## src/design/rilp_pkg.sv

```systemverilog
package rilp_pkg;

  localparam int DEFAULT_VALUE_WIDTH = 32;

  typedef enum logic [1:0] {
    PH_START,
    PH_SIGNED,
    PH_ZERO,
    PH_DIGITS
  } phase_t;

  localparam logic [1:0] RADIX_BIN = 2'd0;
  localparam logic [1:0] RADIX_OCT = 2'd1;
  localparam logic [1:0] RADIX_DEC = 2'd2;
  localparam logic [1:0] RADIX_HEX = 2'd3;

  localparam logic [7:0] CH_MINUS = 8'h2D;
  localparam logic [7:0] CH_PLUS  = 8'h2B;
  localparam logic [7:0] CH_ZERO  = 8'h30;
  localparam logic [7:0] CH_NINE  = 8'h39;
  localparam logic [7:0] CH_UA    = 8'h41;
  localparam logic [7:0] CH_UF    = 8'h46;
  localparam logic [7:0] CH_LA    = 8'h61;
  localparam logic [7:0] CH_LF    = 8'h66;
  localparam logic [7:0] CH_LX    = 8'h78;
  localparam logic [7:0] CH_UX    = 8'h58;
  localparam logic [7:0] CH_LH    = 8'h68;
  localparam logic [7:0] CH_UH    = 8'h48;
  localparam logic [7:0] CH_LQ    = 8'h71;
  localparam logic [7:0] CH_UQ    = 8'h51;
  localparam logic [7:0] CH_LO    = 8'h6F;
  localparam logic [7:0] CH_UO    = 8'h4F;
  localparam logic [7:0] CH_LB    = 8'h62;
  localparam logic [7:0] CH_UB    = 8'h42;
  localparam logic [7:0] CH_LD    = 8'h64;
  localparam logic [7:0] CH_UD    = 8'h44;

  typedef struct packed {
    logic       stopped;
    logic       on_last;
    logic [7:0] at;
  } lane_stat_t;

  function automatic logic [4:0] radix_of(input logic [1:0] code);
    logic [4:0] r;
    case (code)
      RADIX_BIN: r = 5'd2;
      RADIX_OCT: r = 5'd8;
      RADIX_DEC: r = 5'd10;
      default:   r = 5'd16;
    endcase
    return r;
  endfunction

  function automatic logic is_hex(input logic [7:0] c);
    return (c >= CH_ZERO && c <= CH_NINE) || (c >= CH_LA && c <= CH_LF) ||
           (c >= CH_UA && c <= CH_UF);
  endfunction

  function automatic logic [3:0] hex_val(input logic [7:0] c);
    logic [7:0] v;
    if (c >= CH_ZERO && c <= CH_NINE) begin
      v = c - CH_ZERO;
    end else if (c <= CH_UF) begin
      v = c - CH_UA + 8'd10;
    end else begin
      v = c - CH_LA + 8'd10;
    end
    return v[3:0];
  endfunction

endpackage

```

## src/design/radix_integer_literal_parser.sv

```systemverilog
// Latency: a result item is valid in the cycle after its terminator is accepted.
// Throughput: one character per cycle; the four radix lanes update in parallel
// with one shift-and-add each; input holds only while a result item waits with out_ready low.
// Reset (synchronous, active low): token state and lanes cleared, parser
// waits for the first character, no result pending.
module radix_integer_literal_parser #(
  parameter int VALUE_WIDTH = rilp_pkg::DEFAULT_VALUE_WIDTH
) (
  input  logic                          clk,
  input  logic                          rst_n,
  input  logic                          in_valid,
  output logic                          in_ready,
  input  logic [7:0]                    in_ch,
  output logic                          out_valid,
  input  logic                          out_ready,
  output logic signed [VALUE_WIDTH-1:0] out_value,
  output logic [7:0]                    out_consumed,
  output logic [1:0]                    out_radix_code
);

  rilp_pkg::phase_t phase_r, phase_nxt, eph;

  logic       neg_r, sign_r, hexp_r, first0_r, last_b_r, last_d_r;
  logic [7:0] cc_r;
  logic [1:0] dc_r;

  logic       accept, c_hex, c_sign, c_x, c_h, c_q;
  logic       is_sign, take, hex_pfx, fin;
  logic [3:0] digit;

  logic [VALUE_WIDTH-1:0] lane_acc  [4];
  logic [VALUE_WIDTH-1:0] lane_prev [4];
  rilp_pkg::lane_stat_t   lane_st   [4];

  logic                   out_valid_r;
  logic [VALUE_WIDTH-1:0] out_value_r;
  logic [7:0]             out_consumed_r;
  logic [1:0]             out_radix_r;

  logic [1:0]             fin_bi;
  logic [VALUE_WIDTH-1:0] fin_mag;
  logic [7:0]             fin_end, start_pos;
  logic                   suffix, special;

  function automatic logic [7:0] sat_inc(input logic [7:0] v);
    return (v == 8'hFF) ? v : v + 8'd1;
  endfunction

  assign in_ready = !out_valid_r || out_ready;
  assign accept   = in_valid && in_ready;

  assign c_hex  = rilp_pkg::is_hex(in_ch);
  assign c_sign = (in_ch == rilp_pkg::CH_MINUS) || (in_ch == rilp_pkg::CH_PLUS);
  assign c_x    = (in_ch == rilp_pkg::CH_LX) || (in_ch == rilp_pkg::CH_UX);
  assign c_h    = (in_ch == rilp_pkg::CH_LH) || (in_ch == rilp_pkg::CH_UH);
  assign c_q    = (in_ch == rilp_pkg::CH_LQ) || (in_ch == rilp_pkg::CH_UQ) ||
                  (in_ch == rilp_pkg::CH_LO) || (in_ch == rilp_pkg::CH_UO);
  assign digit  = rilp_pkg::hex_val(in_ch);

  // a non-sign first character is handled as if a sign had been passed
  assign eph = (phase_r == rilp_pkg::PH_START) ? rilp_pkg::PH_SIGNED : phase_r;

  always_comb begin
    is_sign = 1'b0;
    take    = 1'b0;
    hex_pfx = 1'b0;
    fin     = 1'b0;
    if (accept) begin
      if (phase_r == rilp_pkg::PH_START && c_sign) begin
        is_sign = 1'b1;
      end else if (c_hex) begin
        take = 1'b1;
      end else if (phase_r == rilp_pkg::PH_ZERO && c_x) begin
        hex_pfx = 1'b1;
      end else begin
        fin = 1'b1;
      end
    end
  end

  always_comb begin
    phase_nxt = phase_r;
    if (is_sign) begin
      phase_nxt = rilp_pkg::PH_SIGNED;
    end else if (fin) begin
      phase_nxt = rilp_pkg::PH_START;
    end else if (hex_pfx) begin
      phase_nxt = rilp_pkg::PH_DIGITS;
    end else if (take) begin
      if (eph == rilp_pkg::PH_SIGNED && in_ch == rilp_pkg::CH_ZERO) begin
        phase_nxt = rilp_pkg::PH_ZERO;
      end else begin
        phase_nxt = rilp_pkg::PH_DIGITS;
      end
    end
  end

  for (genvar g = 0; g < 4; g++) begin : g_lane
    rilp_lane #(
      .VALUE_WIDTH(VALUE_WIDTH),
      .RADIX_CODE (2'(g))
    ) u_lane (
      .clk  (clk),
      .rst_n(rst_n),
      .clear(fin || hex_pfx),
      .take (take),
      .digit(digit),
      .pos  (cc_r),
      .acc  (lane_acc[g]),
      .prev (lane_prev[g]),
      .stat (lane_st[g])
    );
  end

  always_ff @(posedge clk) begin
    if (!rst_n || fin) begin
      phase_r  <= rilp_pkg::PH_START;
      neg_r    <= 1'b0;
      sign_r   <= 1'b0;
      hexp_r   <= 1'b0;
      first0_r <= 1'b0;
      last_b_r <= 1'b0;
      last_d_r <= 1'b0;
      cc_r     <= '0;
      dc_r     <= '0;
    end else begin
      phase_r <= phase_nxt;
      if (is_sign) begin
        neg_r  <= (in_ch == rilp_pkg::CH_MINUS);
        sign_r <= 1'b1;
        cc_r   <= sat_inc(cc_r);
      end
      if (hex_pfx) begin
        hexp_r   <= 1'b1;
        first0_r <= 1'b0;
        last_b_r <= 1'b0;
        last_d_r <= 1'b0;
        dc_r     <= '0;
        cc_r     <= sat_inc(cc_r);
      end
      if (take) begin
        if (dc_r == 2'd0 && in_ch == rilp_pkg::CH_ZERO) begin
          first0_r <= 1'b1;
        end
        last_b_r <= (in_ch == rilp_pkg::CH_LB) || (in_ch == rilp_pkg::CH_UB);
        last_d_r <= (in_ch == rilp_pkg::CH_LD) || (in_ch == rilp_pkg::CH_UD);
        if (dc_r != 2'd2) begin
          dc_r <= dc_r + 2'd1;
        end
        cc_r <= sat_inc(cc_r);
      end
    end
  end

  assign start_pos = {6'd0, hexp_r, sign_r};

  always_comb begin
    fin_bi  = rilp_pkg::RADIX_DEC;
    fin_mag = '0;
    fin_end = start_pos;
    suffix  = 1'b0;
    special = 1'b0;
    if (hexp_r) begin
      fin_bi = rilp_pkg::RADIX_HEX;
    end else if (c_h) begin
      fin_bi = rilp_pkg::RADIX_HEX;
      suffix = 1'b1;
    end else if (c_q) begin
      fin_bi = rilp_pkg::RADIX_OCT;
      suffix = 1'b1;
    end else if (dc_r != 2'd0 && first0_r) begin
      fin_bi = rilp_pkg::RADIX_OCT;
    end else if (dc_r != 2'd0 && (last_b_r || last_d_r)) begin
      fin_bi  = last_b_r ? rilp_pkg::RADIX_BIN : rilp_pkg::RADIX_DEC;
      special = 1'b1;
    end
    if (special) begin
      // last digit is a b/d suffix: drop it from the value
      if (dc_r == 2'd1) begin
        fin_end = start_pos;
      end else if (lane_st[fin_bi].stopped && !lane_st[fin_bi].on_last) begin
        fin_mag = lane_acc[fin_bi];
        fin_end = lane_st[fin_bi].at;
      end else begin
        fin_mag = lane_st[fin_bi].stopped ? lane_acc[fin_bi] : lane_prev[fin_bi];
        fin_end = cc_r;
      end
    end else if (dc_r == 2'd0) begin
      fin_end = start_pos;
    end else if (lane_st[fin_bi].stopped) begin
      fin_mag = lane_acc[fin_bi];
      fin_end = lane_st[fin_bi].at;
    end else begin
      fin_mag = lane_acc[fin_bi];
      fin_end = suffix ? sat_inc(cc_r) : cc_r;
    end
  end

  always_ff @(posedge clk) begin
    if (!rst_n) begin
      out_valid_r <= 1'b0;
    end else if (fin) begin
      out_valid_r <= 1'b1;
    end else if (out_ready) begin
      out_valid_r <= 1'b0;
    end
  end

  always_ff @(posedge clk) begin
    if (fin) begin
      out_value_r    <= neg_r ? ({VALUE_WIDTH{1'b0}} - fin_mag) : fin_mag;
      out_consumed_r <= fin_end;
      out_radix_r    <= fin_bi;
    end
  end

  assign out_valid      = out_valid_r;
  assign out_value      = out_value_r;
  assign out_consumed   = out_consumed_r;
  assign out_radix_code = out_radix_r;

`ifndef NO_ASSERTIONS
  a_fin_clears: assert property (@(posedge clk) disable iff (!rst_n)
    fin |=> phase_r == rilp_pkg::PH_START && cc_r == 8'd0 && !sign_r)
    else $error("token state not cleared after terminator");

  a_no_digit_flags: assert property (@(posedge clk) disable iff (!rst_n)
    dc_r == 2'd0 |-> !first0_r && !last_b_r && !last_d_r)
    else $error("digit flags set with no digits");

  a_hex_phase: assert property (@(posedge clk) disable iff (!rst_n)
    hexp_r |-> phase_r == rilp_pkg::PH_DIGITS)
    else $error("hex prefix outside digit phase");

  a_zero_phase: assert property (@(posedge clk) disable iff (!rst_n)
    phase_r == rilp_pkg::PH_ZERO |-> dc_r == 2'd1 && first0_r)
    else $error("leading zero phase without a single zero digit");

  a_result_on_fin: assert property (@(posedge clk) disable iff (!rst_n)
    fin |=> out_valid_r)
    else $error("terminator accepted but no result raised");
`endif

endmodule

```

## src/design/rilp_lane.sv

```systemverilog
module rilp_lane #(
  parameter int VALUE_WIDTH = rilp_pkg::DEFAULT_VALUE_WIDTH,
  parameter logic [1:0] RADIX_CODE = rilp_pkg::RADIX_DEC
) (
  input  logic                   clk,
  input  logic                   rst_n,
  input  logic                   clear,
  input  logic                   take,
  input  logic [3:0]             digit,
  input  logic [7:0]             pos,
  output logic [VALUE_WIDTH-1:0] acc,
  output logic [VALUE_WIDTH-1:0] prev,
  output rilp_pkg::lane_stat_t   stat
);

  logic [VALUE_WIDTH-1:0] acc_r, acc_nxt;
  logic [VALUE_WIDTH-1:0] prev_r;
  rilp_pkg::lane_stat_t   stat_r;
  logic [VALUE_WIDTH-1:0] scaled;
  logic                   digit_ok;

  always_comb begin
    case (RADIX_CODE)
      rilp_pkg::RADIX_BIN: scaled = acc_r << 1;
      rilp_pkg::RADIX_OCT: scaled = acc_r << 3;
      rilp_pkg::RADIX_DEC: scaled = (acc_r << 3) + (acc_r << 1);
      default:             scaled = acc_r << 4;
    endcase
  end

  assign digit_ok = {1'b0, digit} < rilp_pkg::radix_of(RADIX_CODE);
  assign acc_nxt  = scaled + {{(VALUE_WIDTH-4){1'b0}}, digit};

  always_ff @(posedge clk) begin
    if (!rst_n || clear) begin
      acc_r  <= '0;
      prev_r <= '0;
      stat_r <= '0;
    end else if (take) begin
      if (!stat_r.stopped) begin
        if (!digit_ok) begin
          // freeze at the first digit this radix cannot hold
          stat_r.stopped <= 1'b1;
          stat_r.on_last <= 1'b1;
          stat_r.at      <= pos;
        end else begin
          stat_r.on_last <= 1'b0;
          prev_r <= acc_r;
          acc_r  <= acc_nxt;
        end
      end else begin
        stat_r.on_last <= 1'b0;
      end
    end
  end

  assign acc  = acc_r;
  assign prev = prev_r;
  assign stat = stat_r;

endmodule
```

## config.mk

```make
export PLATFORM = sky130hd
export DESIGN_NAME = radix_integer_literal_parser
export DESIGN_NICKNAME = d
export VERILOG_FILES = /design/src/design/rilp_pkg.sv /design/src/design/radix_integer_literal_parser.sv /design/src/design/rilp_lane.sv
export SDC_FILE = /design/constraint.sdc
export NUM_CORES = 1
export LEC_CHECK = 0
export BUFFER_PORTS_ARGS = -buffer_cell sky130_fd_sc_hd__buf_2
export CAP_MARGIN = 40
export CORE_MARGIN = 5
export CORE_UTILIZATION = 60
export CTS_BUF_LIST = sky130_fd_sc_hd__clkbuf_4
export DETAILED_ROUTE_END_ITERATION = 8
export PLACE_DENSITY = 0.86
export SLEW_MARGIN = 20
export SYNTH_ARGS = -nofsm -noshare
export SYNTH_HDL_FRONTEND = slang
export SYNTH_SLANG_ARGS = --single-unit
export TNS_END_PERCENT = 1
```

## constraint.sdc

```tcl
create_clock -name clk -period 5.3 [get_ports clk]
set_clock_uncertainty 0.05 [all_clocks]
set_input_delay 0.795 -clock clk [delete_from_list [all_inputs] [get_ports clk]]
set_output_delay 0.795 -clock clk [all_outputs]
set_load 0.005 [all_outputs]
```

==> run metrics, run 1 <==
status complete, no violations; internal power 3.54 mW; cell area power density 248 nW/µm²; total CTS buffers 81; Flop pwr share 50.1%; layout cell share with drive strength beyond 1 13.5%; number of H-tree levels 3; global placement routability congestion 0.979; Post-Syn Area 17300 µm²; Mean Syn Cell Area 8.07 µm²; initial antenna violation count 1; boundary pin count 56; DR iter-0 viols 1784; Final min period 4.57 ns; count of state elements after synthesis 304; sequential element share of the synthesized area 37.6%; number of global-route vias before repair 15626; Post-DP Area 18100 µm²; Crit Path Max Fanout 5; most frequent cells in the layout nand2_1 (419), dfxtp_1 (262), a21oi_1 (216); # DRC 0; first-pass GRT wire length 81000 µm; Initial Util 60.6%; clock sink count 304; Max VDD drop 0.127 mV; CP Cell Sequence buf_2, inv_1, ha_1, o21bai_1, a21oi_1, nor2b_1, xnor2_1, inv_1, ha_1, ha_1, inv_1, fa_1, nor2b_1, o21ai_0, a21boi_0, o41ai_1, buf_4, a211oi_1, buf_4, o2111ai_1, a21boi_0, o221ai_1, mux2i_1, nand3_1; Die ar. 32300 µm²; GRT Util Overall 29.8%; Slowest Stage Delay on Critical Path 0.39 ns; Hold WS 0.328 ns; via count 16486; CTS-repair resized insts 0; die height 180 µm; Die W 180 µm; NetSw 1.19 mW; post-synth top area cell dfxtp_1; Comb pwr share 4.7%; Max Cap Violations 0; Non-Filler Instances 2643; core area 28500 µm²; Crit Path Category in -> reg; nets 2283; Crit path required time 5.85 ns; CP max-delay cell fa_1; Async S/R FF share, synth 0%; YS warnings 0; Critical Path End Type flop; CTS Hold Bufs 0; maximum clock frequency 219 MHz; Overflow after GRT 0; switch share 25.2%; top cells by area, synth dfxtp_1 (30%), nand2_1 (9.1%), edfxtp_1 (7.3%); Crit path buffers/inverters 6; worst skew pair latency 0.75 ns; Hold WC Path Type in -> reg; flop-to-flop setup slack 0.84 ns; Pleak 7.31 nW; ys flop type dfxtp_1; Via density 6.24; Clk pwr share 45.1%; # fillers 2313; CTS tree yes; final setup vio count 0; post-CTS setup buffers 0; num rows 62; Reg clk slew, reported paths 0.07 ns; PortBufs 55; largest net degree at the start of global routing 90; Top delay family on crit path compound AO/OA/AOI/OAI gates; startpoint types input pin; root buf cell clkbuf_4; Post-Syn Instances 2143; fin area 19100 µm²; EDFF count, synth 42; DR pass1 iterations 9; Final Util 67.0%; commonest non-fill, non-tap cell in the layout nand2_1; Max clock buf depth 3; Placed Cells 2499; Area Growth Syn to Fin 10.5%; Max Slew Vio Count 0; post-route clock period utilization 86.2%; total wire length 49900 µm; relative slew slack 44.8%; distinct cell type count after synthesis 83; syn nets 2228; DRT antenna net count 0; post-synth top area share 30.3%; HPWL after DPL 35600 µm; DR WL/cell 18.9 µm; setup TNS 0 ns; Slew @ Worst Pin 0.828 ns; RSZ-0062 raised after global routing false; Worst EP arrival 5.12 ns; Hold Violations, Final 0
metrics by stage:
step / power [mW] / worst slack [ns]
floorplan: 2.56 / 0.378
global placement: 2.64 / 0.205
detailed placement: 2.65 / 0.0402
CTS: 4.76 / 0.735
global route: 4.92 / 0.242
finish: 4.73 / 0.733
metal layers:
metal  vias up  share of wire, %  GRT usage, %
met5         -                 0             0
met4         0               2.8          9.66
met3       127                11          7.05
met2       884                45          46.4
met1      7725                42          41.1
li1       7750                 -             -
synth_stat cells, types with 32 or more instances:
master    number
nand2_1      419
dfxtp_1      262
a21oi_1      216
nor2_1       179
clkbuf_1     121
mux2i_1       84
a211oi_1      73
ha_1          70
nand3_1       67
xnor2_1       64
o21ai_0       58
xor2_1        50
edfxtp_1      42
nor3_1        42
inv_1         32
worst paths after layout:
kind,from,end,depth (start not counted)
setup reg to reg,dc_r[1]$_SDFF_PP0_,out_value[16]$_DFFE_PP_,14
hold reg to reg,g_lane[3].u_lane.acc[0]$_SDFFE_PP0P_,g_lane[3].u_lane.prev[0]$_SDFFE_PP0P_,2
setup / recovery,in_ch[1],g_lane[2].u_lane.acc[28]$_SDFFE_PP0P_,24
hold / removal,rst_n,dc_r[0]$_SDFF_PP0_,2
cells by family after synthesis:
logic type      synth area share [%]
xor+xnor                        5.77
flops                           37.6
buf+inv                         4.46
simple gates                    21.4
fa+ha+maj                       5.41
mux                             5.38
compound gates                  20.0
registers in the layout, summed over array words and instances, names as in the netlist, 2 cells and up:
register and flops:
out_value 32, g_lane.u_lane.acc 100, phase_r 2, cc_r 8, g_lane.u_lane.stat 30, out_radix_code 2, g_lane.u_lane.prev 113, out_consumed 8
dc_r 2
layout make-up:
class	instances	area (µm²)	area share, %
multi-input combinational	1647	10100	52.7
sequential	304	6510	34.0
timing repair buffer	131	881	4.61
clock buffer	117	878	4.59
tap	384	480	2.51
clock inverter	25	169	0.884
inverter	33	124	0.648
antenna	2	5.00	0.0262
power by group through the flow:
stage               Sequential [mW]  Combinational (mW)  Clock (mW)
floorplan                      2.42               0.140           0
global placement               2.42               0.216           0
detailed placement             2.42               0.221           0
CTS                            2.37               0.222        2.16
global route                   2.37               0.242        2.30
finish                         2.37               0.224        2.14
(Power assumes the default switching activity.)
==> inputs of run 2 (changes only) <==
--- a/config.mk
+++ b/config.mk
@@ -6,10 +6,10 @@
 export NUM_CORES = 1
 export LEC_CHECK = 0
 export BUFFER_PORTS_ARGS = -buffer_cell sky130_fd_sc_hd__buf_2
-export CAP_MARGIN = 40
+export CAP_MARGIN = 10
 export CORE_MARGIN = 5
 export CORE_UTILIZATION = 60
-export CTS_BUF_LIST = sky130_fd_sc_hd__clkbuf_4
+export CTS_BUF_LIST = sky130_fd_sc_hd__clkbuf_2 sky130_fd_sc_hd__clkbuf_4 sky130_fd_sc_hd__clkbuf_8
 export DETAILED_ROUTE_END_ITERATION = 8
 export PLACE_DENSITY = 0.86
 export SLEW_MARGIN = 20
==> run metrics, run 2 (same netlist as run 1, synthesis figures left out) <==
status complete, no violations; Worst R2R Path Depth 14 (unchanged); startpoint types input pin; most frequent cells in the layout nand2_1 (419), dfxtp_1 (262), a21oi_1 (216); Die W 180 µm (unchanged); # DRC 0 (unchanged); CTS-repair resized insts 0 (unchanged); CTS tree yes; boundary pin count 56 (unchanged); Max Slew Vio Count 0 (unchanged); total wire length 49600 µm (-0.63%); via count 16338 (-0.90%); NetSw 1.14 mW (-4.1%); Overflow after GRT 0 (unchanged); internal power 3.63 mW (+2.4%); Reg clk slew, reported paths 0.06 ns (about the same); CP Cell Sequence buf_2, inv_1, ha_1, o21bai_1, a21oi_1, a31oi_1, xor2_1, fa_1, inv_1, fa_1, nor2b_1, o21ai_0, a21boi_0, o41ai_1, buf_4, a211oi_1, buf_4, o2111ai_1, a21boi_0, o221ai_1, mux2i_1, nand3_1; number of H-tree levels 2 (-1); Max clock buf depth 3 (unchanged); first-pass GRT wire length 80200 µm (-0.96%); Worst EP arrival 5.13 ns (about the same); global placement routability congestion 0.979 (unchanged); initial antenna violation count 0 (-1); die height 180 µm (unchanged); Pleak 7.24 nW (-0.93%); Crit Path Category in -> reg; layout cell share with drive strength beyond 1 11.8% (-1.7 points); Via density 6.31 (+1.1%); PortBufs 55 (unchanged); clock sink count 304 (unchanged); Flop pwr share 49.8% (-0.3 points); final setup vio count 0 (unchanged); total CTS buffers 51 (-37%); nets 2252 (-1.4%); DR WL/cell 19.2 µm (+1.4%); GRT Util Overall 29.4% (-0.40 points); number of global-route vias before repair 15420 (-1.3%); Top delay family on crit path compound AO/OA/AOI/OAI gates; Die ar. 32300 µm² (unchanged); commonest non-fill, non-tap cell in the layout nand2_1; Largest register FFs 113 (unchanged); relative slew slack 35.5% (-9.3 points); Crit. path cell count 22 (-8.3%); Max Cap Violations 0 (unchanged); Slew @ Worst Pin 0.960 ns (+0.132 ns); Critical Path End Type flop; post-route clock period utilization 88.9% (+2.7 points); DR pass1 iterations 6 (-3); cell area power density 250 nW/µm² (+0.79%); Area Growth Syn to Fin 10.4% (about the same); CTS Hold Bufs 0 (unchanged); Clk pwr share 45.5% (+0.4 points); switch share 24.0% (-1.2 points); Placed Cells 2498 (-0.040%); largest net degree at the start of global routing 90 (unchanged); Max VDD drop 0.168 mV (+32%); Slowest Stage Delay on Critical Path 0.56 ns (+0.17 ns); Hold Violations, Final 0 (unchanged); core area 28500 µm² (unchanged); antenna cell count 0 (-2); post-CTS setup buffers 0 (unchanged); Hold Crit Depth 2 (unchanged); setup TNS 0 ns (unchanged); Initial Util 60.6% (unchanged); # fillers 2335 (+0.95%); Crit path required time 5.72 ns (-0.13 ns); maximum clock frequency 212 MHz (-3.1%); Final min period 4.71 ns (+0.145 ns); Hold WC Path Type reg -> reg; Crit path buffers/inverters 5 (-1); root buf cell clkbuf_8; RSZ-0062 raised after global routing false; DRT antenna net count 0 (unchanged); num rows 62 (unchanged); Non-Filler Instances 2591 (-2.0%); HPWL after DPL 35600 µm (about the same); worst skew pair latency 0.59 ns (-0.16 ns); Comb pwr share 4.7% (about the same); DR iter-0 viols 1778 (-0.34%); CP max-delay cell fa_1; Crit Path Max Fanout 7 (+2)
-- run 2: changes by cell type in the layout (fill, tap and decap cells not counted), sizes merged --
cell	delta
bufinv	+1
inv	+1
clkbuf	-46
diode	-2
buf	-1
clkinv	-5
-- run 2: path summary, 6_finish.rpt --
check / startpoint / end / slack [ns]
max reg2reg: dc_r[1]$_SDFF_PP0_ / out_value[16]$_DFFE_PP_ / 0.93
min reg2reg: g_lane[2].u_lane.prev[29]$_SDFFE_PP0P_ / g_lane[2].u_lane.prev[29]$_SDFFE_PP0P_ / 0.40
min: g_lane[2].u_lane.prev[29]$_SDFFE_PP0P_ / g_lane[2].u_lane.prev[29]$_SDFFE_PP0P_ / 0.40
max: in_ch[0] / g_lane[2].u_lane.acc[28]$_SDFFE_PP0P_ / 0.59
-- run 2: through the flow --
step                      hold WS [ns]  instance area, µm²  power, mW  worst slack, ns  utilization, %
after floorplan                  0.382               17300       2.56            0.378               -
after detailed placement         0.397               18100       2.65           0.0655            63.3
after CTS                        0.406               19100       4.78            0.654            66.9
after global placement           0.389               18100       2.64            0.205            63.3
after global routing             0.423               19100       4.92            0.187            66.9
final                            0.404               19100       4.77            0.588            66.9
-- run 2: cell type report --
| class | instances | area [µm²] | area share, % |
|---|---|---|---|
| flip-flops and latches | 304 | 6510 | 34.1 |
| repair buffers | 130 | 876 | 4.58 |
| inverters | 33 | 124 | 0.648 |
| well taps | 384 | 480 | 2.52 |
| clock buffers | 71 | 858 | 4.49 |
| multi-input cells | 1647 | 10100 | 52.7 |
| clock inverters | 22 | 185 | 0.969 |
-- run 2: metal layers --
layer,GRT usage (%),routed length (µm),part of all wire (%),vias up
met2,46.6,22500,45,892
met3,5.23,4740,9.6,112
met1,41.3,21200,43,7691
met4,8.50,1210,2.4,0
met5,0,0,0,-
li1,-,-,-,7643
-- run 2: power groups by stage --
stage	Sequential, mW	Clock, mW	Combinational [mW]
final	2.38	2.17	0.224
after global routing	2.38	2.30	0.241
after CTS	2.38	2.18	0.221
after detailed placement	2.42	0	0.221
after global placement	2.42	0	0.216
after floorplan	2.42	0	0.140
-- run 2: worst reg2reg max path: stages, from the launching register on --
cell and delay, ns:
dfxtp_1 0.45, o21ai_1 0.31, o221ai_4 0.21, buf_4 0.20
nor2_2 0.13, buf_4 0.22, buf_4 0.31, mux2_2 0.41
a22oi_1 0.24, o22ai_1 0.23, nor3_1 0.31, nand4_1 0.14
buf_4 0.22, o41ai_1 0.48, xnor2_1 0.16
